--- src/rtl/rqu_pkg.sv ---
// rqu_pkg: shared types, constants and single precision helper functions
// for the int32 to int8 requantizer; no dependencies
package rqu_pkg;

    localparam int CFG_INDEX_W = 2;
    localparam int CFG_DATA_W  = 32;
    localparam int FMUL_LAT    = 3;
    localparam int FADD_LAT    = 4;

    localparam logic [CFG_INDEX_W-1:0] CFG_ACTIVATION_KIND = 2'd0;
    localparam logic [CFG_INDEX_W-1:0] CFG_LEAKY_SLOPE     = 2'd1;

    localparam logic [31:0] FP_ONE  = 32'h3F80_0000;
    localparam logic [31:0] FP_SIX  = 32'h40C0_0000;
    localparam logic [31:0] FP_QNAN = 32'h7FC0_0000;

    typedef enum logic [1:0] {
        ACT_NONE  = 2'd0,
        ACT_RELU  = 2'd1,
        ACT_LEAKY = 2'd2,
        ACT_CLAMP = 2'd3
    } act_kind_t;

    typedef struct packed {
        logic nan;
        logic inf;
        logic zero;
    } fp_class_t;

    function automatic logic is_nan(input logic [31:0] f);
        return (f[30:23] == 8'hFF) && (f[22:0] != 23'd0);
    endfunction

    function automatic logic is_inf(input logic [31:0] f);
        return (f[30:23] == 8'hFF) && (f[22:0] == 23'd0);
    endfunction

    function automatic logic is_zero(input logic [31:0] f);
        return f[30:0] == 31'd0;
    endfunction

    // right shift keeping a sticky bit in the lsb
    function automatic logic [26:0] shr_sticky(input logic [26:0] m, input logic [9:0] k);
        logic [26:0] mask;
        if (k >= 10'd27)
        begin
            return {26'd0, |m};
        end
        mask = (27'd1 << k[4:0]) - 27'd1;
        return (m >> k[4:0]) | {26'd0, |(m & mask)};
    endfunction

    function automatic logic [5:0] lzc48(input logic [47:0] v);
        logic [5:0] n;
        logic found;
        n = 6'd0;
        found = 1'b0;
        for (int i = 47; i >= 0; i--)
        begin
            if (!found)
            begin
                if (v[i])
                    found = 1'b1;
                else
                    n = n + 6'd1;
            end
        end
        return n;
    endfunction

    function automatic logic [5:0] lzc32(input logic [31:0] v);
        logic [5:0] n;
        logic found;
        n = 6'd0;
        found = 1'b0;
        for (int i = 31; i >= 0; i--)
        begin
            if (!found)
            begin
                if (v[i])
                    found = 1'b1;
                else
                    n = n + 6'd1;
            end
        end
        return n;
    endfunction

    function automatic logic [4:0] lzc28(input logic [27:0] v);
        logic [4:0] n;
        logic found;
        n = 5'd0;
        found = 1'b0;
        for (int i = 27; i >= 0; i--)
        begin
            if (!found)
            begin
                if (v[i])
                    found = 1'b1;
                else
                    n = n + 5'd1;
            end
        end
        return n;
    endfunction

    // sig has its leading one at bit 26, three extra bits below the fraction
    function automatic logic [31:0] round_pack(input logic s, input logic signed [9:0] e,
                                               input logic [26:0] sig);
        logic [26:0] m;
        logic [7:0] ef;
        logic [9:0] k;
        logic up;
        if (e >= 10'sd255)
        begin
            return {s, 8'hFF, 23'd0};
        end
        if (e <= 10'sd0)
        begin
            k = 10'sd1 - e;
            m = shr_sticky(sig, k);
            ef = 8'd0;
        end
        else
        begin
            m = sig;
            ef = e[7:0];
        end
        up = m[2] & (m[1] | m[0] | m[3]);
        return {s, ef, m[25:3]} + {31'd0, up};
    endfunction

endpackage

--- src/rtl/rqu_fmul.sv ---
// rqu_fmul: three stage single precision multiplier, round to nearest even
// depends on rqu_pkg
module rqu_fmul
    import rqu_pkg::*;
(
    input  logic        clk,
    input  logic        rst_n,
    input  logic        en,
    input  logic        in_valid,
    input  logic [31:0] a,
    input  logic [31:0] b,
    output logic        out_valid,
    output logic [31:0] y
);

    logic        va_reg, vb_reg, vc_reg;
    logic        sa_reg, sb_reg;
    fp_class_t   ca_reg, cb_reg;
    logic [8:0]  esum_reg;
    logic [47:0] prod_reg;
    logic signed [9:0] eb_reg;
    logic [26:0] sig_reg;
    logic [31:0] y_reg;

    fp_class_t   ca_next;
    logic [8:0]  esum_next;
    logic [47:0] prod_next;
    logic [5:0]  lz;
    logic [47:0] pn;
    logic signed [9:0] eb_next;
    logic [26:0] sig_next;
    logic [31:0] y_next;

    always_comb
    begin
        ca_next.nan  = is_nan(a) | is_nan(b) | (is_inf(a) & is_zero(b)) | (is_zero(a) & is_inf(b));
        ca_next.inf  = is_inf(a) | is_inf(b);
        ca_next.zero = is_zero(a) | is_zero(b);
        esum_next = 9'((a[30:23] == 8'd0) ? 8'd1 : a[30:23])
                  + 9'((b[30:23] == 8'd0) ? 8'd1 : b[30:23]);
        prod_next = {24'd0, (a[30:23] != 8'd0), a[22:0]} * {24'd0, (b[30:23] != 8'd0), b[22:0]};
    end

    always_comb
    begin
        lz = lzc48(prod_reg);
        pn = prod_reg << lz;
        eb_next = $signed({1'b0, esum_reg}) - 10'sd126 - $signed({4'd0, lz});
        sig_next = {pn[47:22], |pn[21:0]};
    end

    always_comb
    begin
        if (cb_reg.nan)
            y_next = FP_QNAN;
        else if (cb_reg.inf)
            y_next = {sb_reg, 8'hFF, 23'd0};
        else if (cb_reg.zero)
            y_next = {sb_reg, 31'd0};
        else
            y_next = round_pack(sb_reg, eb_reg, sig_reg);
    end

    always_ff @(posedge clk or negedge rst_n)
    begin
        if (!rst_n)
        begin
            va_reg <= 1'b0;
            vb_reg <= 1'b0;
            vc_reg <= 1'b0;
        end
        else if (en)
        begin
            va_reg <= in_valid;
            vb_reg <= va_reg;
            vc_reg <= vb_reg;
        end
    end

    always_ff @(posedge clk)
    begin
        if (en)
        begin
            sa_reg   <= a[31] ^ b[31];
            ca_reg   <= ca_next;
            esum_reg <= esum_next;
            prod_reg <= prod_next;
            sb_reg   <= sa_reg;
            cb_reg   <= ca_reg;
            eb_reg   <= eb_next;
            sig_reg  <= sig_next;
            y_reg    <= y_next;
        end
    end

    assign out_valid = vc_reg;
    assign y = y_reg;

endmodule

--- config.mk ---
export PLATFORM = sky130hd
export DESIGN_NAME = rqu_fmul
export DESIGN_NICKNAME = d
export VERILOG_FILES = /design/src/rtl/rqu_pkg.sv /design/src/rtl/rqu_fmul.sv
export SDC_FILE = /design/constraint.sdc
export NUM_CORES = 2
export LEC_CHECK = 0
export BUFFER_PORTS_ARGS = -buffer_cell sky130_fd_sc_hd__buf_2
export CAP_MARGIN = 30
export CELL_PAD_IN_SITES_DETAIL_PLACEMENT = 0
export CELL_PAD_IN_SITES_GLOBAL_PLACEMENT = 1
export CORE_UTILIZATION = 45
export DETAILED_ROUTE_END_ITERATION = 10
export PLACE_DENSITY_LB_ADDON = 0.1
export RECOVER_POWER = 50
export SYNTH_ARGS = -nofsm -noshare
export SYNTH_HDL_FRONTEND = slang
export SYNTH_SLANG_ARGS = --single-unit
--- constraint.sdc ---
create_clock -name clk -period 34.8 [get_ports clk]
set_input_delay 3.48 -clock clk [delete_from_list [all_inputs] [get_ports clk]]
set_output_delay 3.48 -clock clk [all_outputs]
set_load 0.01 [all_outputs]
### After elaboration in Yosys (flattened, before gate mapping)

Index checks and enable logic that the tools add are counted.

* bits in registers: 137
* bits in latches: 0
* memory bits (writable): 0
* bits in read-only memories: 0
* input port bits: 68
* logic and storage cells: 328
* memories kept: 0

* $add $sub $neg: 53
* multiply operators: 1
* div/mod/pow operators: 0
* order comparisons: 3
* eq/ne operators: 2
* shifts and indexed selects: 3
* muxes and demuxes: 216
* bitwise gates (word level): 13
* reduce and logical (&&, ||, !) cells: 19

Operators by type and width (count)
* $mux W6: 94
* $add A6 B1 Y6 const B: 47
* $mux W26: 7
* $mux W32: 4
* $mux W1: 104
* $logic_not A31 Y1: 2
* $mux W8: 7
* $reduce_or A27 Y1: 2
* $mul A24 B24 Y48: 1
* $shl A48 B6 Y48: 1
* $logic_not A23 Y1: 2
* $reduce_bool A23 Y1: 2
* $add A32 B1 Y32: 1
* $and A27 B27 Y27: 1
* $shl A1 B5 Y27 const A: 1
* $shr A27 B5 Y26: 1
* $sub A27 B1 Y27 const B: 1
* $or A26 B1 Y26: 1
* $reduce_or A22 Y1: 1
* $eq A8 B8 Y1 const B: 2
* $logic_not A8 Y1: 2
* $reduce_bool A8 Y1: 2
* $ge A10 B5 Y1 const B: 1
* $ge A10 B9 Y1 const B: 1
* other kinds (11): 22

### Depth between registers and ports, before layout

* depth after elaboration: 144
* mapped depth: 162
* gate-level depth less buffers: 159

### Worst setup path after synthesis

OpenSTA, ideal clock, no wires.

* path kind: register to register
* start point: register prod_reg[44]
* end point: register eb_reg[8] (data pin)
* library setup time: 0.262 ns
* data arrival time: 27.968 ns
* required time: 34.538 ns
* slack: 6.570 ns
* stages on the path, launching flop included: 161
* cells stage by stage: edfxtp_1 buf_6 nor2b_1 o21bai_1 inv_1 ha_1 nand2b_1 a211oi_1 ha_1 nand3_1 nand2_1 ha_1 nor2_1 a31oi_1 ha_1 mux2i_1 o21a_1 o21ai_0 [... 125 more ...] ha_1 nor2b_1 a211oi_1 o31a_1 clkinv_1 clkbuf_1 buf_1 ha_1 inv_1 ha_1 a21o_1 a21oi_1 nor2b_1 o21ai_0 nand2b_1 a21o_1 a21oi_1 xor2_1

* cells in the longest elaborated chain, start to end: 135

RTL lines
* start: declaration: RTL line rqu_fmul.sv:20 `logic [47:0] prod_reg;`
* start signal: assignment: RTL line rqu_fmul.sv:87 `prod_reg <= prod_next;`
* $mux W6: RTL line rqu_pkg.sv:62 `if (v[i])`
* $mux W6: RTL line rqu_pkg.sv:60 `if (!found)`
* $add A6 B1 Y6: RTL line rqu_pkg.sv:65 `n = n + 6'd1;`
* $mux W6: RTL line rqu_pkg.sv:62
* $mux W6: RTL line rqu_pkg.sv:60
* $add A6 B1 Y6: RTL line rqu_pkg.sv:65
* $mux W6: RTL line rqu_pkg.sv:62
* $mux W6: RTL line rqu_pkg.sv:60
* [... 120 more ...]
* $add A6 B1 Y6: RTL line rqu_pkg.sv:65
* $mux W6: RTL line rqu_pkg.sv:62
* $mux W6: RTL line rqu_pkg.sv:60
* $add A6 B1 Y6: RTL line rqu_pkg.sv:65
* $mux W6: RTL line rqu_pkg.sv:62
* $mux W6 *: RTL line rqu_pkg.sv:60
* $sub A10 B7 Y10 *: RTL line rqu_fmul.sv:48 `eb_next = $signed({1'b0, esum_reg}) - 10'sd126 - $signed({4'd0, lz});`
* named net eb_next[8]: RTL line rqu_fmul.sv:30 `logic signed [9:0] eb_next;`
* end signal: assignment: RTL line rqu_fmul.sv:90 `eb_reg <= eb_next;`
* end: declaration: RTL line rqu_fmul.sv:21 `logic signed [9:0] eb_reg;`

Mark *: on every way through the listed nets, which the timed path passes. The rest lies on a longest branch.
A chain may end at the register's enable or synchronous reset.

### Worst setup path after layout

Same ends and word-level chain as after synthesis.

==> impl_metrics.csv <==
group,metric,value,unit
run_status,run_status,"complete, but fails checks",
run_status,violations,"capacitance limit, slew limit",
finish,area_growth,5.18,%
sta,final_hold_viol_count,0,
clock_network,hold_buffers,0,
flow_run,drv.max_cap_violation_count,4,
critical_path,critPathSlowestCell,"clkinvlp_4",
floorplanning,die_h,279,microns
drt,drt-pass1-iter-count,8,
critical_path,cpMostUsedCell,"ha_1",
drt,drc,0,
clock_network,cts.sinks,137,
clock_network,cts_buffers,17,
yosys,synth_fp_nets,4815,
placed_design,place_congestion,0.905,
yosys,syn_inst,4015,
clock_network,root_buffer,"clkbuf_16",
yosys,synth.most_common_cell,"nand2_1",
placed_design,post_dp_cell_area,0.0358,sq mm
critical_path,critical_path.max_fanout,44,
critical_path,crit_path_max_incr_delay,0.62,ns
yosys,synthDistinctLibCells,93,
clock_network,clkSlewWorstSetupHoldPaths,0.07,ns
placed_design,portBuffers,100,
clock_network,cts_tree,"built",
drt,vias,27321,
clock_network,worstSkewPairLatency,0.46,ns
yosys,ys_ff_latch,137,
drt,wire_per_inst,19.3,microns
sta,tightest_slew,3.76,ns
floorplanning,start_util,45.5,%
yosys,syn_area,0.0346,sq mm
clock_network,cts_resized,0,
critical_path,crit_type,"reg2reg",
drt,wl,96.3,mm
finish,finalCoreUtilization,47.9,%
global_route,grt_max_degree,73,
global_route,grt.total_usage,25.5,%
clock_network,postCtsSetupRepairBufs,0,
clock_network,clk_path_buf_depth,2,
sta,fin_setup_tns,0,ns
yosys,yosys_warnings,0,
finish,postLayoutCellArea,0.0363,sq mm
floorplanning,core_area,0.0759,sq mm
drt,ant_nets,0,
sta,relSlewSlack,-151,%
yosys,ys_async_sr_fraction,2.19,%
critical_path,start_kind,"flop",
sta,slew_viol_final,212,
global_route,grt_pass1_wl,157,mm
placed_design,dp_hpwl,75.2,mm
finish,fin_nets,4751,
finish,largest_register_ffs,48,
finish,layout-drive-gt1-share,5.68,%
floorplanning,die_area,0.0779,sq mm
sta,max_freq,31.7,MHz
floorplanning,num_rows,101,
global_route,grt_pass1_vias,27869,
yosys,synth_edf_count,134,
sta,fin_worst_skew,0.0113,ns
critical_path,arrival,31.77,ns
sta,rsz0062_at_grt,"no",
yosys,synth_ff_type,"edfxtp_1",
yosys,synth_top_area_share,28.0,%
worst_hold_path,hold_path_class,"reg2reg",
critical_path,worstSetupEndpointType,"flop",
yosys,yosys.area.top_type,"fa_1",
finish,nFillCells,7478,
drt,drt_iter0_markers,1862,
yosys,yosys-top-cells-count,"634 x nand2_1, 573 x inv_1, 484 x fa_1",
yosys,ys_seq_area_share,11.9,%
floorplanning,ios,101,
floorplanning,die_w,279,microns
clock_network,cts_htree_levels,4,
yosys,synth_area_leaders,"fa_1 28%, edfxtp_1 12%, ha_1 9.0%, nand2_1 6.9%, inv_1 6.2%",
drt,vias_per_cell,5.47,
yosys,synth.avg_cell_area,8.61,sq um
sta,finalCritPeriodShare,90.7,%
sta,period_needed,31.57,ns
critical_path,critPathRequiredTime,35.01,ns
sta,setup_viol,0,
global_route,grt-ovfl-total,0,
global_route,antenna_found_initial,2,
==> routing by layer <==
metal | global-route usage (%) | share of wire (%) | vias to the layer above
li1 | - | - | 12936
met1 | 36.4 | 48 | 13656
met2 | 42.0 | 47 | 624
met3 | 2.54 | 3.9 | 103
met4 | 5.24 | 1.6 | 2
met5 | 0 | 0.014 | -
==> area by class of cell <==
class / count / area [sq um] / share of cell area [%]
multi-input combinational: 3086 / 27500 / 75.7
sequential: 137 / 4100 / 11.3
inverter: 578 / 2170 / 5.98
tap: 1030 / 1290 / 3.55
timing repair buffer: 131 / 674 / 1.86
clock buffer: 17 / 425 / 1.17
clock inverter: 15 / 154 / 0.423
antenna: 1 / 2.50 / 0.00688
==> worst max-delay path: cells and delay by family (launching register included) <==
kind,cells,cell delay (ns)
AND/OR/NAND/NOR,47,4.63
adder cells (fa/ha/maj),45,13.57
AO/OA/AOI/OAI,38,7.32
buffers and inverters,5,1.34
XOR/XNOR,3,0.35
multiplexers,20,3.52
flip-flops,1,0.53
==> placed cells by master (no fill, tap or decap), types with 20 or more instances in the layout <==
| cell | n |
|---|---|
| and2_1 | 218 |
| inv_1 | 573 |
| clkbuf_1 | 43 |
| a22oi_1 | 23 |
| nand3_1 | 56 |
| fa_1 | 484 |
| o21ai_0 | 135 |
| a21oi_1 | 144 |
| o21bai_1 | 22 |
| nand4_1 | 20 |
| nor2_1 | 240 |
| nand2b_1 | 28 |
| mux4_2 | 27 |
| nor2b_1 | 44 |
| buf_4 | 23 |
| a211oi_1 | 24 |
| xor2_1 | 54 |
| ha_1 | 248 |
| buf_2 | 64 |
| edfxtp_1 | 134 |
| mux2i_1 | 159 |
| nor3_1 | 55 |
| a21o_1 | 21 |
| nand2_1 | 634 |
| xnor2_1 | 123 |
| nor4_1 | 37 |
| and3_1 | 29 |
==> logic make-up after synthesis <==
group / synth area share [%]
DFF: 11.9
adders and majority gates: 37.0
xor gates and xnor gates: 6.75
buffers and inverters: 8.69
muxes: 6.89
and+or+nand+nor: 19.7
AOI/OAI and AO/OA: 9.05
==> worst paths after layout <==
check | from | endpoint | slack [ns] | cells after the start
max in group asynchronous | rst_n | out_valid | 31.82 | 1
setup / recovery | prod_reg[44] | eb_reg[8] | 3.23 | 158
hold / removal | ca_reg[2] | cb_reg[2] | 0.43 | 0
min in group asynchronous | rst_n | va_reg | 2.82 | 1
setup reg to reg | prod_reg[44] | eb_reg[8] | 3.23 | 158
hold reg to reg | ca_reg[2] | cb_reg[2] | 0.43 | 0
==> metrics by stage <==
step	std cells	hold WS, ns	setup slack, ns
CTS	4994	0.433	3.05
finish	4995	0.431	3.23
global route	4994	0.439	0.269
detailed placement	4962	0.417	3.18
global placement	4960	0.405	3.71
floorplan	4015	0.400	6.57
Power is not shown: default switching activity piles up to over one toggle a cycle in this logic, so the estimate is an artifact.
