--- src/rtl/rqu_pkg.sv ---
// rqu_pkg: shared types, constants and single precision helper functions
// for the int32 to int8 requantizer; no dependencies
package rqu_pkg;

    localparam int CFG_INDEX_W = 2;
    localparam int CFG_DATA_W  = 32;
    localparam int FMUL_LAT    = 3;
    localparam int FADD_LAT    = 4;

    localparam logic [CFG_INDEX_W-1:0] CFG_ACTIVATION_KIND = 2'd0;
    localparam logic [CFG_INDEX_W-1:0] CFG_LEAKY_SLOPE     = 2'd1;

    localparam logic [31:0] FP_ONE  = 32'h3F80_0000;
    localparam logic [31:0] FP_SIX  = 32'h40C0_0000;
    localparam logic [31:0] FP_QNAN = 32'h7FC0_0000;

    typedef enum logic [1:0] {
        ACT_NONE  = 2'd0,
        ACT_RELU  = 2'd1,
        ACT_LEAKY = 2'd2,
        ACT_CLAMP = 2'd3
    } act_kind_t;

    typedef struct packed {
        logic nan;
        logic inf;
        logic zero;
    } fp_class_t;

    function automatic logic is_nan(input logic [31:0] f);
        return (f[30:23] == 8'hFF) && (f[22:0] != 23'd0);
    endfunction

    function automatic logic is_inf(input logic [31:0] f);
        return (f[30:23] == 8'hFF) && (f[22:0] == 23'd0);
    endfunction

    function automatic logic is_zero(input logic [31:0] f);
        return f[30:0] == 31'd0;
    endfunction

    // right shift keeping a sticky bit in the lsb
    function automatic logic [26:0] shr_sticky(input logic [26:0] m, input logic [9:0] k);
        logic [26:0] mask;
        if (k >= 10'd27)
        begin
            return {26'd0, |m};
        end
        mask = (27'd1 << k[4:0]) - 27'd1;
        return (m >> k[4:0]) | {26'd0, |(m & mask)};
    endfunction

    function automatic logic [5:0] lzc48(input logic [47:0] v);
        logic [5:0] n;
        logic found;
        n = 6'd0;
        found = 1'b0;
        for (int i = 47; i >= 0; i--)
        begin
            if (!found)
            begin
                if (v[i])
                    found = 1'b1;
                else
                    n = n + 6'd1;
            end
        end
        return n;
    endfunction

    function automatic logic [5:0] lzc32(input logic [31:0] v);
        logic [5:0] n;
        logic found;
        n = 6'd0;
        found = 1'b0;
        for (int i = 31; i >= 0; i--)
        begin
            if (!found)
            begin
                if (v[i])
                    found = 1'b1;
                else
                    n = n + 6'd1;
            end
        end
        return n;
    endfunction

    function automatic logic [4:0] lzc28(input logic [27:0] v);
        logic [4:0] n;
        logic found;
        n = 5'd0;
        found = 1'b0;
        for (int i = 27; i >= 0; i--)
        begin
            if (!found)
            begin
                if (v[i])
                    found = 1'b1;
                else
                    n = n + 5'd1;
            end
        end
        return n;
    endfunction

    // sig has its leading one at bit 26, three extra bits below the fraction
    function automatic logic [31:0] round_pack(input logic s, input logic signed [9:0] e,
                                               input logic [26:0] sig);
        logic [26:0] m;
        logic [7:0] ef;
        logic [9:0] k;
        logic up;
        if (e >= 10'sd255)
        begin
            return {s, 8'hFF, 23'd0};
        end
        if (e <= 10'sd0)
        begin
            k = 10'sd1 - e;
            m = shr_sticky(sig, k);
            ef = 8'd0;
        end
        else
        begin
            m = sig;
            ef = e[7:0];
        end
        up = m[2] & (m[1] | m[0] | m[3]);
        return {s, ef, m[25:3]} + {31'd0, up};
    endfunction

endpackage

--- src/rtl/rqu_fadd.sv ---
// rqu_fadd: four stage single precision adder (align, add, normalize, round)
// depends on rqu_pkg
module rqu_fadd
    import rqu_pkg::*;
(
    input  logic        clk,
    input  logic        rst_n,
    input  logic        en,
    input  logic        in_valid,
    input  logic [31:0] a,
    input  logic [31:0] b,
    output logic        out_valid,
    output logic [31:0] y
);

    logic [3:0]  v_reg;
    // per stage special flags, sign of an infinite operand and sign of the larger operand
    fp_class_t   c1_reg, c2_reg, c3_reg;
    logic        si1_reg, si2_reg, si3_reg;
    logic        sl1_reg, sl2_reg, sl3_reg;
    logic        sub1_reg, sub2_reg, sub3_reg;
    logic [7:0]  el1_reg, el2_reg;
    logic [26:0] ml_reg, ms_reg;
    logic [27:0] sum_reg;
    logic signed [9:0] e3_reg;
    logic [26:0] sig_reg;
    logic [31:0] y_reg;

    logic [31:0] big, sml;
    logic [7:0]  eL, eS;
    fp_class_t   c1_next;
    logic        si_next;
    logic [26:0] ms_next;
    logic [27:0] sum_next;
    logic [4:0]  lz;
    logic [27:0] sn;
    logic signed [9:0] e3_next;
    logic [26:0] sig_next;
    logic [31:0] y_next;

    always_comb
    begin
        if (a[30:0] >= b[30:0])
        begin
            big = a;
            sml = b;
        end
        else
        begin
            big = b;
            sml = a;
        end
        eL = (big[30:23] == 8'd0) ? 8'd1 : big[30:23];
        eS = (sml[30:23] == 8'd0) ? 8'd1 : sml[30:23];
        c1_next.nan  = is_nan(a) | is_nan(b) | (is_inf(a) & is_inf(b) & (a[31] ^ b[31]));
        c1_next.inf  = is_inf(a) | is_inf(b);
        c1_next.zero = 1'b0;
        si_next = is_inf(a) ? a[31] : b[31];
        ms_next = shr_sticky({(sml[30:23] != 8'd0), sml[22:0], 3'd0}, {2'd0, eL - eS});
    end

    always_comb
    begin
        if (sub1_reg)
            sum_next = {1'b0, ml_reg} - {1'b0, ms_reg};
        else
            sum_next = {1'b0, ml_reg} + {1'b0, ms_reg};
    end

    always_comb
    begin
        lz = lzc28(sum_reg);
        sn = sum_reg << lz;
        e3_next = $signed({2'd0, el2_reg}) + 10'sd1 - $signed({5'd0, lz});
        sig_next = {sn[27:2], |sn[1:0]};
    end

    always_comb
    begin
        if (c3_reg.nan)
            y_next = FP_QNAN;
        else if (c3_reg.inf)
            y_next = {si3_reg, 8'hFF, 23'd0};
        else if (c3_reg.zero)
            y_next = {(sub3_reg ? 1'b0 : sl3_reg), 31'd0};
        else
            y_next = round_pack(sl3_reg, e3_reg, sig_reg);
    end

    always_ff @(posedge clk or negedge rst_n)
    begin
        if (!rst_n)
            v_reg <= '0;
        else if (en)
            v_reg <= {v_reg[2:0], in_valid};
    end

    always_ff @(posedge clk)
    begin
        if (en)
        begin
            c1_reg   <= c1_next;
            si1_reg  <= si_next;
            sl1_reg  <= big[31];
            sub1_reg <= a[31] ^ b[31];
            el1_reg  <= eL;
            ml_reg   <= {(big[30:23] != 8'd0), big[22:0], 3'd0};
            ms_reg   <= ms_next;

            c2_reg   <= c1_reg;
            si2_reg  <= si1_reg;
            sl2_reg  <= sl1_reg;
            sub2_reg <= sub1_reg;
            el2_reg  <= el1_reg;
            sum_reg  <= sum_next;

            c3_reg.nan  <= c2_reg.nan;
            c3_reg.inf  <= c2_reg.inf;
            c3_reg.zero <= sum_reg == 28'd0;
            si3_reg  <= si2_reg;
            sl3_reg  <= sl2_reg;
            sub3_reg <= sub2_reg;
            e3_reg   <= e3_next;
            sig_reg  <= sig_next;

            y_reg    <= y_next;
        end
    end

    assign out_valid = v_reg[3];
    assign y = y_reg;

endmodule

--- config.mk ---
export PLATFORM = sky130hd
export DESIGN_NAME = rqu_fadd
export DESIGN_NICKNAME = d
export VERILOG_FILES = /design/src/rtl/rqu_pkg.sv /design/src/rtl/rqu_fadd.sv
export SDC_FILE = /design/constraint.sdc
export NUM_CORES = 1
export LEC_CHECK = 0
export BUFFER_PORTS_ARGS = -buffer_cell sky130_fd_sc_hd__buf_2
export CORE_ASPECT_RATIO = 0.8
export CORE_UTILIZATION = 40
export DETAILED_ROUTE_END_ITERATION = 10
export GPL_TIMING_DRIVEN = 0
export PLACE_DENSITY = 0.56
export SLEW_MARGIN = 5
export SYNTH_ARGS = -nofsm -noshare
export SYNTH_HDL_FRONTEND = slang
export SYNTH_SLANG_ARGS = --single-unit
--- constraint.sdc ---
create_clock -name clk -period 49.8 [get_ports clk]
set_input_delay 9.96 -clock clk [delete_from_list [all_inputs] [get_ports clk]]
set_output_delay 9.96 -clock clk [all_outputs]
set_load 0.05 [all_outputs]
Word-level counts from Yosys, hierarchy flattened
Cells that the tools add are included.
- eq/ne operators: 2
- magnitude comparators: 5
- reductions and logical operators: 20
- add/subtract/negate cells: 36
- shift-type cells: 5
- bitwise operators: 13
- mux-type cells: 144
- operator list (cell ; count):
    5-bit 2-to-1 mux ; 54
    26-bit 2-to-1 mux ; 7
    32-bit 2-to-1 mux ; 5
    5-bit by 1-bit adder with 5-bit output, second input constant ; 27
    27-bit OR reduction ; 3
    1-bit 2-to-1 mux ; 67
    8-bit 2-to-1 mux ; 7
    27-bit AND ; 2
    27-bit 2-to-1 mux ; 2
    1-bit by 5-bit << shifter with 27-bit output, first input constant ; 2
    27-bit by 1-bit subtractor with 27-bit output, second input constant ; 2
    23-bit logical NOT ; 2
    23-bit nonzero test ; 2
    32-bit by 1-bit adder with 32-bit output ; 1
    31-bit greater-or-equal comparator ; 1
    31-bit 2-to-1 mux ; 1
    27-bit by 27-bit adder with 28-bit output ; 1
    28-bit logical NOT ; 1
    28-bit 2-to-1 mux ; 1
    28-bit by 5-bit << shifter with 28-bit output ; 1
    27-bit by 27-bit subtractor with 28-bit output ; 1
    27-bit by 1-bit bitwise OR with 27-bit output ; 1
    27-bit by 5-bit >> shifter with 26-bit output ; 1
    27-bit by 5-bit >> shifter with 27-bit output ; 1
    19 further kinds ; 32
- register bits: 184
- word-level logic and storage cells: 252
- output and inout port bits: 33

Depth between registers and ports, before layout
- word-level depth: 84
- depth in mapped cells: 104
- mapped depth without buffers: 103

Least setup slack after synthesis
Ideal clock, no wire load.
- path kind: register to register
- start point: register sum_reg[26]
- end point: register e3_reg[8], data pin
- cell stages (with the launch flop): 104
- required time: 49.542 ns
- path buffers: 3
- setup time: 0.258 ns
- slack: 31.345 ns
- arrival time: 18.196 ns
- path through: edfxtp_1 -> buf_6 -> or4_1 -> buf_2 -> o21a_1 -> ha_1 -> mux2_2 -> o21ai_0 -> inv_1 -> ha_1 -> a31o_2 -> ha_1 -> nor2_1 -> nor2_1 -> ha_1 -> nor2b_1 -> a2111oi_0 -> a211o_1 -> [68 not listed] -> xnor2_1 -> nor2_1 -> xor2_1 -> nand2_1 -> xnor2_1 -> clkinv_1 -> clkbuf_1 -> ha_1 -> ha_1 -> a21o_1 -> a21oi_1 -> o21bai_1 -> a21oi_1 -> inv_1 -> a21oi_1 -> nor2_1 -> nor2_1 -> xnor2_1
- word-level cells in the longest chain between the ends: 81
- elaborated cells on any way between the ends: 108
- those cells by class: 27 x add/sub; 81 x mux
- ends and longest elaborated chain (element ; line ; RTL):
    start: declaration ; rqu_fadd.sv:24 ; logic [27:0] sum_reg;
    start signal: assignment ; rqu_fadd.sv:115 ; sum_reg <= sum_next;
    5-bit 2-to-1 mux ; rqu_pkg.sv:98 ; if (v[i])
    5-bit 2-to-1 mux ; rqu_pkg.sv:96 ; if (!found)
    5-bit by 1-bit adder with 5-bit output ; rqu_pkg.sv:101 ; n = n + 5'd1;
    5-bit 2-to-1 mux ; rqu_pkg.sv:98 ;
    5-bit 2-to-1 mux ; rqu_pkg.sv:96 ;
    5-bit by 1-bit adder with 5-bit output ; rqu_pkg.sv:101 ;
    5-bit 2-to-1 mux ; rqu_pkg.sv:98 ;
    5-bit 2-to-1 mux ; rqu_pkg.sv:96 ;
    [66 not listed] ; n/a ;
    5-bit by 1-bit adder with 5-bit output ; rqu_pkg.sv:101 ;
    5-bit 2-to-1 mux ; rqu_pkg.sv:98 ;
    5-bit 2-to-1 mux ; rqu_pkg.sv:96 ;
    5-bit by 1-bit adder with 5-bit output ; rqu_pkg.sv:101 ;
    5-bit 2-to-1 mux ; rqu_pkg.sv:98 ;
    5-bit 2-to-1 mux (*) ; rqu_pkg.sv:96 ;
    9-bit by 5-bit subtractor with 10-bit output (*) ; rqu_fadd.sv:74 ; e3_next = $signed({2'd0, el2_reg}) + 10'sd1 - $signed({5'd0, lz});
    named net e3_next[8] ; rqu_fadd.sv:37 ; logic signed [9:0] e3_next;
    end signal: assignment ; rqu_fadd.sv:123 ; e3_reg <= e3_next;
    end: declaration ; rqu_fadd.sv:25 ; logic signed [9:0] e3_reg;
The timed path passes the listed nets; every way through them passes the cells marked *.
A chain may end at the register's enable or synchronous reset.

Worst setup path in the final report
Same ends and word-level chain as after synthesis.

==> summary.txt <==
Timing
  – Final worst path period share: 42.3%
  – Final Max Slew Viols: 0
  – Setup Total Neg Slack: 0 ns
  – Worst rel slew slack: 10.3%
  – Hold Slack: 0.423 ns
  – Minimum clock period: 21.04 ns
  – Final setup viols: 0
  – Worst slew pin tran: 1.35 ns
  – RSZ-0062 raised after global routing: false
  – Fmax: 47.5 MHz
  – Final hold vios: 0
  – Final Skew: 0.0232 ns

Clock tree
  – Root buf cell: clkbuf_16
  – Worst-Skew Late Latency: 0.47 ns
  – H-tree depth: 4
  – Clk slew on worst S/H paths: 0.08 ns
  – Number of setup buffers added after CTS: 0
  – Resized cells post-CTS: 0
  – CTS Buf Count: 17
  – CTS tree: built
  – Cts hold-fix bufs: 0
  – Num Clock Sinks: 184
  – CTS max path bufs: 2

Drt
  – Via count: 17639
  – Post-Route WL: 62400 um
  – DR WL/cell: 21.2 um
  – Routed vias/inst: 5.98
  – DRC violations left: 2
  – Drt pass-1 iters: 8
  – Remaining antenna violation count: 0
  – DRT iter0 DRCs: 1437

Logic synthesis
  – Average cell area after synthesis: 8.76 um2
  – Most frequent cells after synthesis: nor2_1, nand2_1, edfxtp_1, a21oi_1, inv_1
  – Cell with the most instances after synthesis: nor2_1
  – Primary FF master, synth: edfxtp_1
  – Post-synth top area share: 28.1%
  – Post-Syn Nets: 2401
  – Post-synth ARST share: 2.17%
  – Mapped Area: 19200 um2
  – Area leader, netlist: edfxtp_1
  – Area contributors post-synth: edfxtp_1, ha_1, mux2i_1
  – Seq cells post-synth: 184
  – Number of distinct library cells after synthesis: 101
  – Sequential element share of the synthesized area: 28.6%
  – EDFF count, synth: 180
  – Gate Count Post-Synth: 2197
  – Ys Warns: 0

Floorplanning
  – DIE HEIGHT: 198 um
  – Die Wd: 247 um
  – # IOs: 101
  – Die Area: 49000 um2
  – Core area: 47300 um2
  – Number of cell rows: 71
  – Initial core utilization: 40.7%

Critical path
  – CP max FO: 10
  – CP Data Required Time: 50.02 ns
  – CP max stage cell: xnor2_1
  – Most frequent CP cell: ha_1
  – Critical Path AT: 21.26 ns
  – Type of origin of the critical path: flop
  – CP max stage delay: 0.65 ns
  – CP top delay family: adder cells
  – Crit path buf inv count: 11
  – Kind of critical path: flop to flop
  – CP endpoint kind: flop

Place
  – Port bufs: 100
  – HPWL Detailed: 49600 um
  – GPL Wtd Cong: 0.971

Layout
  – Layout area overhead: 10.1%
  – Post-layout util: 44.8%
  – # diodes: 0
  – Nets: 2521
  – Max FFs per register: 32
  – Fraction of layout cells with a size suffix above 1: 12.0%

Run
  – Max-Cap Viols: 0

GRT
  – Largest net degree at the start of global routing: 116
  – GRT Resource Usage Total: 25.5%
  – Number of global-route vias before repair: 16734
  – Antenna violations before repair: 1
  – Gr ovfl total: 0
  – First-pass GRT wire length: 96500 um

Power
  – Int Pwr: 0.000461 W
  – Clk pwr share: 16.0%
  – Switching share of power: 48.2%
  – Power share of the combinational group: 56.7%
  – PwrDens: 42.0 nW/um2
  – Sequential share of power: 27.2%
  – Worst vdd ir: 26.3 uV
  – Sw Pwr: 0.000429 W
  – Pwr Total: 0.000890 W
  – Leakage power: 8.52 nW

Run status
  – Status: complete, but fails checks
  – Failing checks: DRC

Worst hold path
  – Hold Path Class: flop to flop
==> metrics by stage <==
step                instance area, um2  setup slack, ns  std cells
finish                           21200            28.76       2950
global route                     21200            26.96       2950
CTS                              21200            28.77       2950
detailed placement               20600            28.87       2918
global placement                 20500            29.12       2917
floorplan                        19200            31.35       2197
==> area by class of cell <==
class / count / area, um2
Tap cell: 620 / 776
Inverter: 148 / 556
Timing Repair Buffer: 101 / 538
Clock buffer: 17 / 425
Fill cell: 4711 / 26100
Clock inverter: 15 / 211
Buffer: 112 / 473
Sequential cell: 184 / 5510
Multi-Input combinational cell: 1753 / 12700
==> placed cells by master, fill, tap and decap left out, types with 8 or more instances in the layout <==
cell type | Yosys | final
a211oi_1 | 21 | 21
nand2b_1 | 19 | 19
a31oi_1 | 24 | 24
or3_1 | 18 | 18
a21o_1 | 32 | 32
clkbuf_16 | 0 | 17
o21ai_0 | 117 | 117
mux4_2 | 42 | 42
o211ai_1 | 15 | 15
o21a_1 | 15 | 15
mux2i_1 | 123 | 123
and3_1 | 24 | 24
xor2_1 | 36 | 36
clkbuf_1 | 74 | 74
ha_1 | 133 | 133
edfxtp_1 | 180 | 180
buf_1 | 20 | 20
o22ai_1 | 15 | 15
a32oi_1 | 13 | 13
or2_2 | 9 | 9
nand3_1 | 49 | 49
o31ai_1 | 14 | 14
nor2_1 | 223 | 223
a22oi_1 | 15 | 15
nand2_1 | 206 | 206
nor3_1 | 60 | 60
and2_1 | 14 | 14
buf_2 | 11 | 110
nand4_1 | 25 | 25
mux2_2 | 47 | 47
inv_1 | 141 | 141
nor2b_1 | 29 | 29
xnor2_1 | 81 | 81
o21bai_1 | 12 | 12
a21boi_0 | 8 | 8
nor4_1 | 33 | 33
a21oi_1 | 150 | 150
==> worst register-to-register path, delay by kind of cell, from the launching register on <==
kind                     cells  cell delay (ns)
flip-flops                   1             0.38
adder cells (fa/ha/maj)     26             7.70
XOR/XNOR                     4             1.05
AND/OR/NAND/NOR             22             2.80
buffers and inverters       11             1.76
AO/OA/AOI/OAI               25             4.76
multiplexers                15             2.39
==> kinds of logic after synthesis <==
family / Yosys count / share of synthesized area, %
and+or+nand+nor: 745 / 18.6
AOI/OAI and AO/OA: 522 / 17.4
buffers and inverters: 260 / 5.35
muxes: 215 / 14.3
DFF: 184 / 28.6
adders and majority gates: 143 / 9.33
xor gates and xnor gates: 128 / 6.50
==> power by group through the flow <==
stage | Clock [W] | Combinational, W | Sequential [W]
finish | 0.000143 | 0.000505 | 0.000242
global route | 0.000151 | 0.000550 | 0.000244
CTS | 0.000146 | 0.000495 | 0.000240
detailed placement | 0 | 0.000492 | 0.000243
global placement | 0 | 0.000492 | 0.000244
floorplan | 0 | 0.000353 | 0.000230
==> path summary, 6_finish.rpt <==
| kind | from | to | slack (ns) | cells after the start |
|---|---|---|---|---|
| setup / recovery | sum_reg[26]$_DFFE_PP_ | e3_reg[8]$_DFFE_PP_ | 28.76 | 103 |
| hold / removal | el1_reg[5]$_DFFE_PP_ | el2_reg[5]$_DFFE_PP_ | 0.42 | 0 |
| setup reg to reg | sum_reg[26]$_DFFE_PP_ | e3_reg[8]$_DFFE_PP_ | 28.76 | 103 |
| hold reg to reg | el1_reg[5]$_DFFE_PP_ | el2_reg[5]$_DFFE_PP_ | 0.42 | 0 |
| max in group asynchronous | rst_n | v_reg[0]$_DFFE_PN0P_ | 40.41 | 1 |
| min in group asynchronous | rst_n | v_reg[2]$_DFFE_PN0P_ | 9.27 | 1 |
==> routing by layer <==
| layer | vias to the layer above | part of all wire [%] | global-route usage [%] |
|---|---|---|---|
| met5 | - | 0.021 | 0 |
| met4 | 2 | 2.1 | 6.73 |
| met3 | 96 | 6.9 | 4.83 |
| met2 | 663 | 43 | 38.4 |
| li1 | 8332 | - | - |
| met1 | 8546 | 48 | 37.0 |
No activity file was read; power rests on OpenSTA's default activity.
