--- src/rtl/rqu_pkg.sv ---
// rqu_pkg: shared types, constants and single precision helper functions
// for the int32 to int8 requantizer; no dependencies
package rqu_pkg;

    localparam int CFG_INDEX_W = 2;
    localparam int CFG_DATA_W  = 32;
    localparam int FMUL_LAT    = 3;
    localparam int FADD_LAT    = 4;

    localparam logic [CFG_INDEX_W-1:0] CFG_ACTIVATION_KIND = 2'd0;
    localparam logic [CFG_INDEX_W-1:0] CFG_LEAKY_SLOPE     = 2'd1;

    localparam logic [31:0] FP_ONE  = 32'h3F80_0000;
    localparam logic [31:0] FP_SIX  = 32'h40C0_0000;
    localparam logic [31:0] FP_QNAN = 32'h7FC0_0000;

    typedef enum logic [1:0] {
        ACT_NONE  = 2'd0,
        ACT_RELU  = 2'd1,
        ACT_LEAKY = 2'd2,
        ACT_CLAMP = 2'd3
    } act_kind_t;

    typedef struct packed {
        logic nan;
        logic inf;
        logic zero;
    } fp_class_t;

    function automatic logic is_nan(input logic [31:0] f);
        return (f[30:23] == 8'hFF) && (f[22:0] != 23'd0);
    endfunction

    function automatic logic is_inf(input logic [31:0] f);
        return (f[30:23] == 8'hFF) && (f[22:0] == 23'd0);
    endfunction

    function automatic logic is_zero(input logic [31:0] f);
        return f[30:0] == 31'd0;
    endfunction

    // right shift keeping a sticky bit in the lsb
    function automatic logic [26:0] shr_sticky(input logic [26:0] m, input logic [9:0] k);
        logic [26:0] mask;
        if (k >= 10'd27)
        begin
            return {26'd0, |m};
        end
        mask = (27'd1 << k[4:0]) - 27'd1;
        return (m >> k[4:0]) | {26'd0, |(m & mask)};
    endfunction

    function automatic logic [5:0] lzc48(input logic [47:0] v);
        logic [5:0] n;
        logic found;
        n = 6'd0;
        found = 1'b0;
        for (int i = 47; i >= 0; i--)
        begin
            if (!found)
            begin
                if (v[i])
                    found = 1'b1;
                else
                    n = n + 6'd1;
            end
        end
        return n;
    endfunction

    function automatic logic [5:0] lzc32(input logic [31:0] v);
        logic [5:0] n;
        logic found;
        n = 6'd0;
        found = 1'b0;
        for (int i = 31; i >= 0; i--)
        begin
            if (!found)
            begin
                if (v[i])
                    found = 1'b1;
                else
                    n = n + 6'd1;
            end
        end
        return n;
    endfunction

    function automatic logic [4:0] lzc28(input logic [27:0] v);
        logic [4:0] n;
        logic found;
        n = 5'd0;
        found = 1'b0;
        for (int i = 27; i >= 0; i--)
        begin
            if (!found)
            begin
                if (v[i])
                    found = 1'b1;
                else
                    n = n + 5'd1;
            end
        end
        return n;
    endfunction

    // sig has its leading one at bit 26, three extra bits below the fraction
    function automatic logic [31:0] round_pack(input logic s, input logic signed [9:0] e,
                                               input logic [26:0] sig);
        logic [26:0] m;
        logic [7:0] ef;
        logic [9:0] k;
        logic up;
        if (e >= 10'sd255)
        begin
            return {s, 8'hFF, 23'd0};
        end
        if (e <= 10'sd0)
        begin
            k = 10'sd1 - e;
            m = shr_sticky(sig, k);
            ef = 8'd0;
        end
        else
        begin
            m = sig;
            ef = e[7:0];
        end
        up = m[2] & (m[1] | m[0] | m[3]);
        return {s, ef, m[25:3]} + {31'd0, up};
    endfunction

endpackage

--- src/rtl/rqu_round.sv ---
// rqu_round: output stage, rounds a single precision value half away from zero
// and saturates to -127..127; depends on rqu_pkg
module rqu_round
    import rqu_pkg::*;
(
    input  logic              clk,
    input  logic              rst_n,
    input  logic              en,
    input  logic              in_valid,
    input  logic [31:0]       x,
    output logic              out_valid,
    output logic signed [7:0] q
);

    logic              v_reg;
    logic signed [7:0] q_reg;

    logic [7:0]  e;
    logic [23:0] m24;
    logic [23:0] t2;
    logic [8:0]  inc;
    logic [7:0]  mag;
    logic signed [7:0] q_next;

    always_comb
    begin
        e = x[30:23];
        m24 = {1'b1, x[22:0]};
        t2 = m24 >> 5'(8'd149 - e);
        inc = t2[8:0] + 9'd1;
        if (is_nan(x))
            mag = 8'd0;
        else if ((e > 8'd133) || ((e == 8'd133) && (m24 >= 24'hFF0000)))
            mag = 8'd127;
        else if (e < 8'd126)
            mag = 8'd0;
        else
            mag = inc[8:1];
        q_next = x[31] ? -$signed(mag) : $signed(mag);
    end

    always_ff @(posedge clk or negedge rst_n)
    begin
        if (!rst_n)
            v_reg <= 1'b0;
        else if (en)
            v_reg <= in_valid;
    end

    always_ff @(posedge clk)
    begin
        if (en)
            q_reg <= q_next;
    end

    assign out_valid = v_reg;
    assign q = q_reg;

endmodule

--- config.mk ---
export PLATFORM = sky130hd
export DESIGN_NAME = rqu_round
export DESIGN_NICKNAME = d
export VERILOG_FILES = /design/src/rtl/rqu_pkg.sv /design/src/rtl/rqu_round.sv
export SDC_FILE = /design/constraint.sdc
export NUM_CORES = 1
export LEC_CHECK = 0
export BUFFER_PORTS_ARGS = -buffer_cell sky130_fd_sc_hd__buf_4
export CORE_UTILIZATION = 50
export CTS_CLUSTER_SIZE = 12
export DETAILED_ROUTE_END_ITERATION = 10
export PLACE_DENSITY = 0.74
export SETUP_SLACK_MARGIN = 0.5
export SYNTH_ARGS = -nofsm -noshare
export SYNTH_HDL_FRONTEND = slang
export SYNTH_SLANG_ARGS = --single-unit
export TNS_END_PERCENT = 1
--- constraint.sdc ---
create_clock -name clk -period 1.5 [get_ports clk]
set_input_delay 0.3 -clock clk [delete_from_list [all_inputs] [get_ports clk]]
set_output_delay 0.3 -clock clk [all_outputs]
set_load 0.01 [all_outputs]
# Yosys cells after proc, flatten, opt, wreduce, memory -nomap -nowiden
# Cells that the tools add are included.
[totals] reg_bits=9 in_bits=36 out_inout_bits=9 word_cells=19
[op_classes] addsub=3 magnitude_cmp=3 eq_ne=2 n_shift=1 muxes=4 reduce_logical=4
[ops] operator="8-bit 2-to-1 mux" count=4
[ops] operator="24-bit >= comparator, second input constant" count=1
[ops] operator="24-bit by 5-bit >> shifter with 9-bit output" count=1
[ops] operator="23-bit nonzero test" count=1
[ops] operator="8-bit == test, second input constant" count=2
[ops] operator="9-bit by 1-bit adder with 9-bit output, second input constant" count=1
[ops] operator="8-bit > comparator, second input constant" count=1
[ops] operator="8-bit by 7-bit less-than comparator with 1-bit output, second input constant" count=1
[ops] operator="8-bit negator" count=1
[ops] operator="5-bit subtractor, first input constant" count=1
[ops] operator="1-bit logical AND" count=2
[ops] operator="1-bit logical OR" count=1

# Longest topological paths before layout
# Gate-level depths: netlist of the first run.
[logic_depth] word_depth=8 ltp_mapped=16 depth_no_buf=15

# Worst setup path before layout of the first run
# OpenSTA, ideal clock, no wires.
[synth_timing] kind="input -> register" from="input x[24]" to="register q_reg[6] (netlist: q[6]), data pin" arrival_ns=3.034 required_time_ns=1.234 path_slack_ns=-1.800 stages=16 path_buffers=1 cell_sequence="ha_1 > buf_4 > xor2_4 > mux4_2 > o21ai_1 > nor2_1 > a41oi_1 > o21ai_0 > ha_1 > xnor2_1 > nand2b_1 > nor2b_1 > ha_1 > nand2b_1 > o41ai_1 > xnor2_1"
[synth_via] elab_chain_cells=8 word_cells_on_any_way=15 classes_between="3 x add/sub; 2 x order compare; 2 x eq/ne; 1 x shift; 4 x mux; 3 x reduce/logical"
[synth_rtl] item="start, declared" line="rqu_round.sv:10" text="input logic [31:0] x,"
[synth_rtl] item="5-bit subtractor" line="rqu_round.sv:29" text="t2 = m24 >> 5'(8'd149 - e);"
[synth_rtl] item="24-bit by 5-bit >> shifter with 9-bit output" line="rqu_round.sv:29"
[synth_rtl] item="9-bit by 1-bit adder with 9-bit output" line="rqu_round.sv:30" text="inc = t2[8:0] + 9'd1;"
[synth_rtl] item="8-bit 2-to-1 mux" line="rqu_round.sv:35" text="else if (e < 8'd126)"
[synth_rtl] item="8-bit 2-to-1 mux" line="rqu_round.sv:33" text="else if ((e > 8'd133) || ((e == 8'd133) && (m24 >= 24'hFF0000)))"
[synth_rtl] item="8-bit 2-to-1 mux (*)" line="rqu_round.sv:31" text="if (is_nan(x))"
[synth_rtl] item="8-bit negator" line="rqu_round.sv:39" text="q_next = x[31] ? -$signed(mag) : $signed(mag);"
[synth_rtl] item="8-bit 2-to-1 mux (*)" line="rqu_round.sv:39"
[synth_rtl] item="named net q_next[6]" line="rqu_round.sv:23" text="logic signed [7:0] q_next;"
[synth_rtl] item="end signal, assigned" line="rqu_round.sv:53" text="q_reg <= q_next;"
[synth_rtl] item="end, declared" line="rqu_round.sv:16" text="logic signed [7:0] q_reg;"
# The timed path passes the listed nets; every way through them passes the cells marked *.
# A chain may end at the register's enable or synchronous reset.

# Final worst setup path of the first run
# Same ends and word-level chain as after synthesis.

==> results of run 1 <==
## Yosys cell counts (all sizes together) (3+ instances only)
cell	number	area [um2]
xor2	4	53.8
nor2b	6	37.5
nor3	6	30.0
buf	12	97.6
o211ai	3	22.5
nand2b	5	31.3
nor2	19	71.3
edfxtp	8	240
nand3b	4	30.0
nand2	15	56.3
o21ai	8	40.0
inv	3	11.3
nor4	5	31.3
mux2i	21	210
mux4	11	248
a211oi	9	72.6
a21oi	13	65.1
nand3	14	75.1
nand4	4	25.0
ha	3	37.5
o2111ai	3	32.5
xnor2	10	103
clkbuf	6	22.5
mux2	11	131
## report_power, final
group          leakage [uW]  internal [uW]  switching (uW)
Combinational       0.00131            774             665
Clock             0.0000228            186             109
Sequential        0.0000900            332            22.5
## cell type report
cell class                 count  area, um2  area share
clock buffer                   4       45.0      0.0137
inverter                       4       15.0     0.00456
multi-input combinational    210       1830       0.555
sequential                     9        265      0.0806
tap                           50       62.6      0.0190
timing repair buffer         135       1080       0.327
## per-layer routing
metal,global-route usage,vias up,wire (um)
met5,0,-,0
met4,0.184,0,296
met3,0.0771,27,706
met2,0.601,154,3670
met1,0.443,1216,2930
li1,-,1193,-
## final timing paths
check	to	slack, ps	from	cells after the start
min reg2reg	out_valid	560	out_valid	1
min in group asynchronous	out_valid	360	rst_n	2
max reg2reg	out_valid	720	out_valid	1
max	q[6]	-1690	x[24]	16
max in group asynchronous	out_valid	1060	rst_n	2
min	out_valid	300	in_valid	2
## stage by stage
| stage | cells | TNS (ps) |
|---|---|---|
| after detailed placement | 402 | -14550 |
| after global placement | 402 | -13960 |
| final | 412 | -11550 |
| after global routing | 412 | -12630 |
| after CTS | 412 | -11440 |
| after floorplan | 241 | -12690 |
## worst max-delay path, stage by stage
cell	delay (ps)
buf_6	110
buf_8	130
mux2_4	320
mux4_2	500
o21ai_2	170
nor2_1	60
a41oi_1	150
o21ai_1	100
ha_2	190
xnor2_1	120
nand2b_1	100
nor2b_4	190
ha_4	160
nand2b_4	70
o41ai_4	360
xnor2_1	130
## what timing repair did
item	4_1_cts	5_1_grt
hold endpoints to repair	1	0
resized for setup	28	5
hold buffers	1	0
pin swaps	7	3
setup buffers	5	0
setup endpoints to repair	17	17
## logic make-up after synthesis
group                    Yosys count  share of synthesized area
flip-flops                         9                      0.125
buffers and inverters             22                     0.0639
XOR/XNOR                          14                     0.0740
adder cells (fa/ha/maj)            3                     0.0178
AO/OA/AOI/OAI                     57                      0.197
multiplexers                      43                      0.279
AND/OR/NAND/NOR                   93                      0.243
==> impl_metrics.toml, run 1 <==
[cells_and_area]
nNetsFinal = 402
fillers = 269
layout_commonest_cell = "buf_4"
final_cell_mix = "buf_4 (121), mux2i_1 (21), nor2_1 (18)"
largest_register_ffs = 8
fin_util = 0.817
drive_gt1_frac = 0.511
areaGrowthSynthToFinish_pct = 55.7
finalInstanceArea_mm2 = 0.00329
n_antenna_cell = 0

[synthesis]
synth.distinct_cells = 65
ys_seq_area_frac = 0.125
synth_edf_count = 8
yosysWarnings = 0
async_flop_share = 0.111
synth_cells = 241
synth_area_mm2 = 0.00211
synth_nets = 280
synth_seq_cells = 9
synthFlopType = "edfxtp_1"
syn_avg_cell_area_um2 = 8.77

[clock_tree]
clock_latency_ps = 240
cts_tree = "built"
cts_buffers = 3
cts_root_buf = "clkbuf_8"
clkTransAtPathRegs_ps = 50
cts_max_level = 1
clock-sinks = 9
clockBufferDepth = 2

[route]
drtIter0Drc = 193
routed_via_density = 6.29
drt_wl_total_mm = 7.61
drc_errors = 0
postRouteAntennaNets = 0
dr.pass1.iters = 5
avgRoutedWirePerCell_um = 18.5
vias = 2590

[grt]
grt_remaining_overflow = 0
grt_pass1_wl_mm = 12.2
antenna_found_initial = 0
grtUsageTotal = 0.366
grt_max_degree = 26
grt_pass1_vias = 2475

[die]
start_util = 0.525
die_w_um = 67.0
pin_count = 45
die_h_um = 67.0
core_mm2 = 0.00403
num_rows = 23
die_area_mm2 = 0.00449

[min_path]
min_path_type = "primary input to flip-flop"

[sta]
hold_ws_ps = 298
worst_pin_slew_ps = 690
finalMaxSlewViolations = 0
fmax_ghz = 0.313
finalCritPeriodShare = 2.13
rsz0062_at_grt = "true"
setup_ws_ps = -1690
setup_violations = 8
hold_viol_final = 0
finClkSkew_ps = 0
layout_min_cycle_time_ps = 3190
slew_headroom = 0.538

[critical_path]
required_ps = 1470
cp-end-kind = "flip-flop"
crit_type = "primary input to flip-flop"
crit_fanout = 8
cp_data_arrival_time_ps = 3170
start_kind = "primary input"

[power]
p_total_uw = 2090
vdd_drop_max_mv = 0.307
static-leakage-power_uw = 0.00142
pwr_density_cell_mw_per_mm2 = 634

[placement]
placed_area_mm2 = 0.00307
port-buffer-count = 44
dpl.hpwl_mm = 5.90
gp_congestion = 1.02
dp_slack_ps = -2060

[status]
outcome = "finished, violations left"
violations = "negative setup slack"

[run]
maxCapViolCount = 0
(Power assumes the default switching activity.)
==> inputs of run 2 (changes only) <==
CELL_PAD_IN_SITES_DETAIL_PLACEMENT = 1   (was unset)
CELL_PAD_IN_SITES_GLOBAL_PLACEMENT = 1   (was unset)
CORE_UTILIZATION = 45   (was 50)
PLACE_DENSITY = unset   (was 0.74)
PLACE_DENSITY_LB_ADDON = 0.1   (was unset)
==> run 2 against run 1 <==
Against the previous run: the flow now stops in 4_1_cts; synthesized cell count stayed put; area after synthesis is the same.
==> impl_metrics.toml, run 2 <==
[status]
outcome = "stopped before the end"
haltStage = "4_1_cts"
error_message = "[ERROR DPL-0033] detailed placement checks failed during check placement."

[die]
die_w_um = 70.6
pin_count = 45
num_rows = 24
start_util = 0.476
die_h_um = 70.6

[clock_tree]
cts_resized = 48
clockBufferDepth = 2
hold_buffers = 1
cts_root_buf = "clkbuf_8"
cts_max_level = 1
cts_buffers = 3
clock-sinks = 9
post_cts_buffers = 5

[placement]
port-buffer-count = 44
dp.cells = 400
dp_slack_ps = -2260
dpl.hpwl_mm = 8.23
gp_congestion = 0.922

[synthesis]
yosysWarnings = 0
yosys.area.top_type = "mux4_2"
ys_top_cells_by_count = "mux2i_1 (21), nor2_1 (19), nand2_1 (15), a21oi_1 (13), nand3_1 (13)"
synth.distinct_cells = 65
synth_cells = 241
syn_avg_cell_area_um2 = 8.77
synth_seq_cells = 9
synth_top_area_share = 0.117
synth_area_leaders = "mux4_2 (12%), edfxtp_1 (11%), mux2i_1 (9.9%), nor2_1 (3.4%), xnor2_1 (3.3%)"
synthFlopType = "edfxtp_1"
synth_edf_count = 8
synth_area_mm2 = 0.00211
yosysMostFrequentCell = "mux2i_1"
async_flop_share = 0.111
ys_seq_area_frac = 0.125
synth_nets = 280
-- run 2: cell counts after synthesis --
No cell type changed its count.
-- run 2: cell families after synthesis --
| family | count (synthesis) | synth area share |
|---|---|---|
| buf+inv | 22 | 0.0639 |
| mux | 43 | 0.279 |
| flops | 9 | 0.125 |
| simple gates | 93 | 0.243 |
| compound gates | 57 | 0.197 |
| fa+ha+maj | 3 | 0.0178 |
| xor+xnor | 14 | 0.0740 |
-- run 2: per-stage QoR --
stage	instance area [um2]	TNS (ps)
2_1_floorplan	2140	-12690
3_5_place_dp	3050	-16080
3_3_place_gp	3050	-14290
==> inputs of run 3 (changes only) <==
CELL_PAD_IN_SITES_DETAIL_PLACEMENT = unset   (was 1)
CELL_PAD_IN_SITES_GLOBAL_PLACEMENT = unset   (was 1)
CORE_UTILIZATION = 35   (was 45)
CTS_CLUSTER_SIZE = unset   (was 12)
PLACE_DENSITY_LB_ADDON = 0.15   (was 0.1)
SETUP_SLACK_MARGIN = unset   (was 0.5)
==> run 3 against run 2 <==
Against the previous run: the flow now finishes, with violations (negative setup slack).
==> impl_metrics.toml, run 3 (same netlist as run 1, synthesis figures left out) <==
[status]
outcome = "finished, violations left"
violations = "negative setup slack"

[power]
internal-power_uw = 1310
vdd_drop_max_mv = 0.510
pwr-share-clk = 0.130
switching_power_uw = 763
p_comb_frac = 0.705
switching_share = 0.368
pwr_density_cell_mw_per_mm2 = 597
static-leakage-power_uw = 0.00147
p_total_uw = 2070
pwr-share-seq = 0.165

[route]
drtIter0Drc = 187
route.met3.wl_um = 430
drt_wl_total_mm = 7.15
highest_layer = "met4"
postRouteAntennaNets = 0
wl_met1_mm = 3.35
routed_via_density = 5.58
dr.pass1.iters = 4
avgRoutedWirePerCell_um = 16.3
vias = 2443
dr_wl_met2_mm = 3.28
drc_errors = 0

[cells_and_area]
areaGrowthSynthToFinish_pct = 64.1
drive_gt1_frac = 0.544
seqCellArea_um2 = 265
layout_commonest_cell = "buf_4"
n_antenna_cell = 0
final_cell_mix = "buf_4 (128), nor2_1 (18), mux2i_1 (17)"
largest_register_ffs = 8
fillers = 499
multi_input_area_mm2 = 0.00189
nNetsFinal = 406

[sta]
rsz0062_at_grt = "true"
hold_viol_final = 0
hold_ws_ps = 305
worst_pin_slew_ps = 418
finalSetupTns_ps = -11720
slew_headroom = 0.713
finalCritPeriodShare = 2.15
finalMaxSlewViolations = 0
setup_violations = 8
finClkSkew_ps = 0
layout_min_cycle_time_ps = 3220
fmax_ghz = 0.310
setup_ws_ps = -1720

[grt]
grt_pass1_wl_mm = 11.4
grt_max_degree = 26
antenna_found_initial = 0
grt_remaining_overflow = 0
grtUsageTotal = 0.228
grt_pass1_vias = 2317

[clock_tree]
cts_buffers = 3
clkTransAtPathRegs_ps = 40
clockBufferDepth = 2
cts_root_buf = "clkbuf_8"
cts_max_level = 1
clock-sinks = 9
clock_latency_ps = 230
cts_tree = "built"

[placement]
dp_slack_ps = -2060
gp_congestion = 0.894
dpl.hpwl_mm = 5.51
port-buffer-count = 44

[run]
maxCapViolCount = 0

[die]
die_area_mm2 = 0.00636
pin_count = 45
core_mm2 = 0.00568
start_util = 0.373
die_h_um = 79.7
die_w_um = 79.7
num_rows = 27

[critical_path]
cp_slowest_cell = "or4_4"
required_ps = 1470
max_stage_delay_ps = 500
cp_data_arrival_time_ps = 3190
start_kind = "primary input"
crit_path_cell_trace = "buf_6, buf_12, buf_12, buf_6, mux2_4, mux4_2, nand3_2, o2111a_1, a211oi_4, and4_4, or4_4, o41ai_4, xnor2_1"
crit_type = "primary input to flip-flop"
crit_family = "multiplexers"
crit_fanout = 5
cp-end-kind = "flip-flop"
worst-path-buf-inv = 4

[min_path]
min_path_type = "primary input to flip-flop"
==> run 3: path summary, 6_finish.rpt <==
path / start / endpoint / depth (start not counted) / slack (ps)
max in group asynchronous: rst_n / out_valid / 2 / 1030
min: in_valid / out_valid / 2 / 310
max: x[24] / q[7] / 13 / -1720
min reg2reg: out_valid / out_valid / 1 / 520
min in group asynchronous: rst_n / out_valid / 2 / 390
max reg2reg: out_valid / out_valid / 1 / 760
==> run 3: cell type report <==
class,count,share of cell area
Multi-Input combinational cell,210,0.543
Timing Repair Buffer,139,0.337
Sequential cell,9,0.0764
Tap cell,72,0.0260
Clock buffer,4,0.0130
Inverter,4,0.00433
==> run 3: metrics by stage <==
stage	std cells	utilization	cell area, um2
global route	438	0.612	3470
floorplan	241	-	2140
global placement	421	0.546	3100
detailed placement	421	0.546	3100
CTS	431	0.579	3290
finish	438	0.612	3470
==> run 3: layer usage <==
metal / GRT usage / up-vias
li1: - / 1193
met1: 0.330 / 1136
met2: 0.370 / 103
met3: 0.0160 / 11
met4: 0.0400 / 0
met5: 0 / -
==> run 3: timing repair <==
action / 4_1_cts / 5_1_grt
setup endpoints to repair: 8 / 8
gates resized for setup: 14 / 24
pin swaps: 4 / 17
hold buffers: 1 / 0
setup buffers: 4 / 6
cloned: 1 / 1
endpoints found under the hold margin: 1 / 0
==> run 3: power groups by stage <==
| stage | clock network (uW) | logic (uW) | registers, uW |
|---|---|---|---|
| after global placement | 0 | 1260 | 345 |
| after CTS | 276 | 1340 | 344 |
| after global routing | 285 | 1570 | 348 |
| final | 269 | 1460 | 343 |
| after detailed placement | 0 | 1270 | 348 |
| after floorplan | 0 | 681 | 369 |
==> inputs of run 4 (changes only) <==
BUFFER_PORTS_ARGS = unset   (was -buffer_cell sky130_fd_sc_hd__buf_4)
CORE_MARGIN = 3   (was unset)
DONT_BUFFER_PORTS = 1   (was unset)
==> run 4 against run 3 <==
Against the previous run: the flow still finishes with violations (negative setup slack); clock-buffer cell count is the same; non-clock buffer count fell by 81; clock skew did not move; via count fell by 13%; fmax is 8.3% higher; total power down 18%; first-iteration DRC count is 20% lower; critical path type unchanged; utilization shrank 14 points; combinational power fell by 27%; die area is 10% higher.
==> impl_metrics.toml, run 4 (same netlist as run 1, synthesis figures left out) <==
[critical_path]
required_ps = 1470
cp_slowest_cell = "mux4_2"
endpoint = "q[7]"
reg2reg_from = "out_valid"
crit_fanout = 47
crit_path_cell_trace = "ha_4, xor2_4, buf_4, mux4_2, a21oi_2, o21bai_2, a211oi_4, nor3_1, or4_4, o41ai_4, xnor2_1"
cp-startpoint = "x[24]"
cp_data_arrival_time_ps = 2940
rrSetupSlack_ps = 710
r2r-end = "out_valid"
r2r_cells = 1
start_kind = "primary input"
crit_type = "primary input to flip-flop"
cp-end-kind = "flip-flop"
max_stage_delay_ps = 540

[clock_tree]
cts_buffers = 3
clock_latency_ps = 220
cts_max_level = 1
cts_root_buf = "clkbuf_8"
clock-sinks = 9
clkTransAtPathRegs_ps = 40
cts_tree = "built"
clockBufferDepth = 2

[power]
pwr_density_cell_mw_per_mm2 = 631
static-leakage-power_uw = 0.00102
vdd_drop_max_mv = 0.506
p_total_uw = 1700

[sta]
hold_ws_ps = 183
finClkSkew_ps = 0
setup_violations = 8
rsz0062_at_grt = "true"
finalCritPeriodShare = 1.98
worst_pin_slew_ps = 578
hold_viol_final = 0
layout_min_cycle_time_ps = 2970
finalMaxSlewViolations = 0
setup_ws_ps = -1470
slew_headroom = 0.613
fmax_ghz = 0.336

[grt]
antenna_found_initial = 0
grt_pass1_wl_mm = 10.7
grt_remaining_overflow = 0
grt_pass1_vias = 2033
grt_max_degree = 48
grtUsageTotal = 0.183

[route]
routed_via_density = 5.93
vias = 2116
postRouteAntennaNets = 0
drc_errors = 0
drtIter0Drc = 150
dr.pass1.iters = 4
drt_wl_total_mm = 6.28
avgRoutedWirePerCell_um = 17.6

[min_path]
min_path_type = "primary input to flip-flop"
min_from = "en"

[placement]
port-buffer-count = 0
gp_congestion = 0.903
placed_area_mm2 = 0.00254
dpl.hpwl_mm = 5.12
dp.cells = 350

[cells_and_area]
areaGrowthSynthToFinish_pct = 27.0
largest_register_ffs = 8
n_antenna_cell = 0
layout_commonest_cell = "buf_4"
final_cells = 357
final_cell_mix = "buf_4 (56), mux2i_1 (21), nor2_1 (16)"
finalInstanceArea_mm2 = 0.00269
drive_gt1_frac = 0.382
nNetsFinal = 325

[die]
start_util = 0.373
pin_count = 45
num_rows = 27
die_h_um = 83.7
core_mm2 = 0.00568
die_area_mm2 = 0.00701
die_w_um = 83.7

[run]
maxCapViolCount = 0

[status]
violations = "negative setup slack"
outcome = "finished, violations left"
[run 4: where the power goes]
part | internal, uW | switching, uW | leakage, uW
registers | 334 | 35.9 | 0.0000900
clock network | 184 | 83.9 | 0.0000228
logic | 578 | 480 | 0.000910
total | 1100 | 600 | 0.00102
[run 4: layout make-up]
class | instances | area, um2
clock buffers | 4 | 45.0
fillers | 557 | 2990
inverters | 4 | 15.0
multi-input cells | 210 | 1820
flip-flops and latches | 9 | 265
well taps | 72 | 90.1
repair buffers | 58 | 450
[run 4: metal layers]
layer  part of all wire  track usage
met5                  0            0
met2               0.45        0.283
met3              0.075       0.0267
met1               0.47        0.274
met4             0.0033       0.0263
[run 4: timing repair]
action / 4_1_cts / 5_1_grt
endpoints found under the setup margin: 8 / 8
hold buffers: 1 / 0
pin swaps: 10 / 2
endpoints found under the hold margin: 1 / 0
setup buffers: 2 / 0
gates resized for setup: 15 / 5
[run 4: how the worst min path moves through the flow]
stage / cells after the start / end
CTS: 0 / q[1]
floorplan: 0 / out_valid
finish: 0 / q[1]
global route: 0 / q[2]
global placement: 0 / out_valid
detailed placement: 0 / out_valid
[run 4: worst max-delay path, delay by kind of cell]
kind / cells / cell delay [ps]
adder cells (fa/ha/maj): 1 / 140
XOR/XNOR: 2 / 310
buffers and inverters: 1 / 150
AO/OA/AOI/OAI: 4 / 900
multiplexers: 1 / 540
AND/OR/NAND/NOR: 2 / 600
[run 4: through the flow]
| stage | TNS, ps | util | setup WS (ps) |
|---|---|---|---|
| floorplan | -12690 | - | -1740 |
| global placement | -13610 | 0.448 | -1860 |
| detailed placement | -13910 | 0.448 | -1920 |
| CTS | -10130 | 0.471 | -1480 |
| global route | -11490 | 0.473 | -1630 |
| finish | -10000 | 0.473 | -1470 |
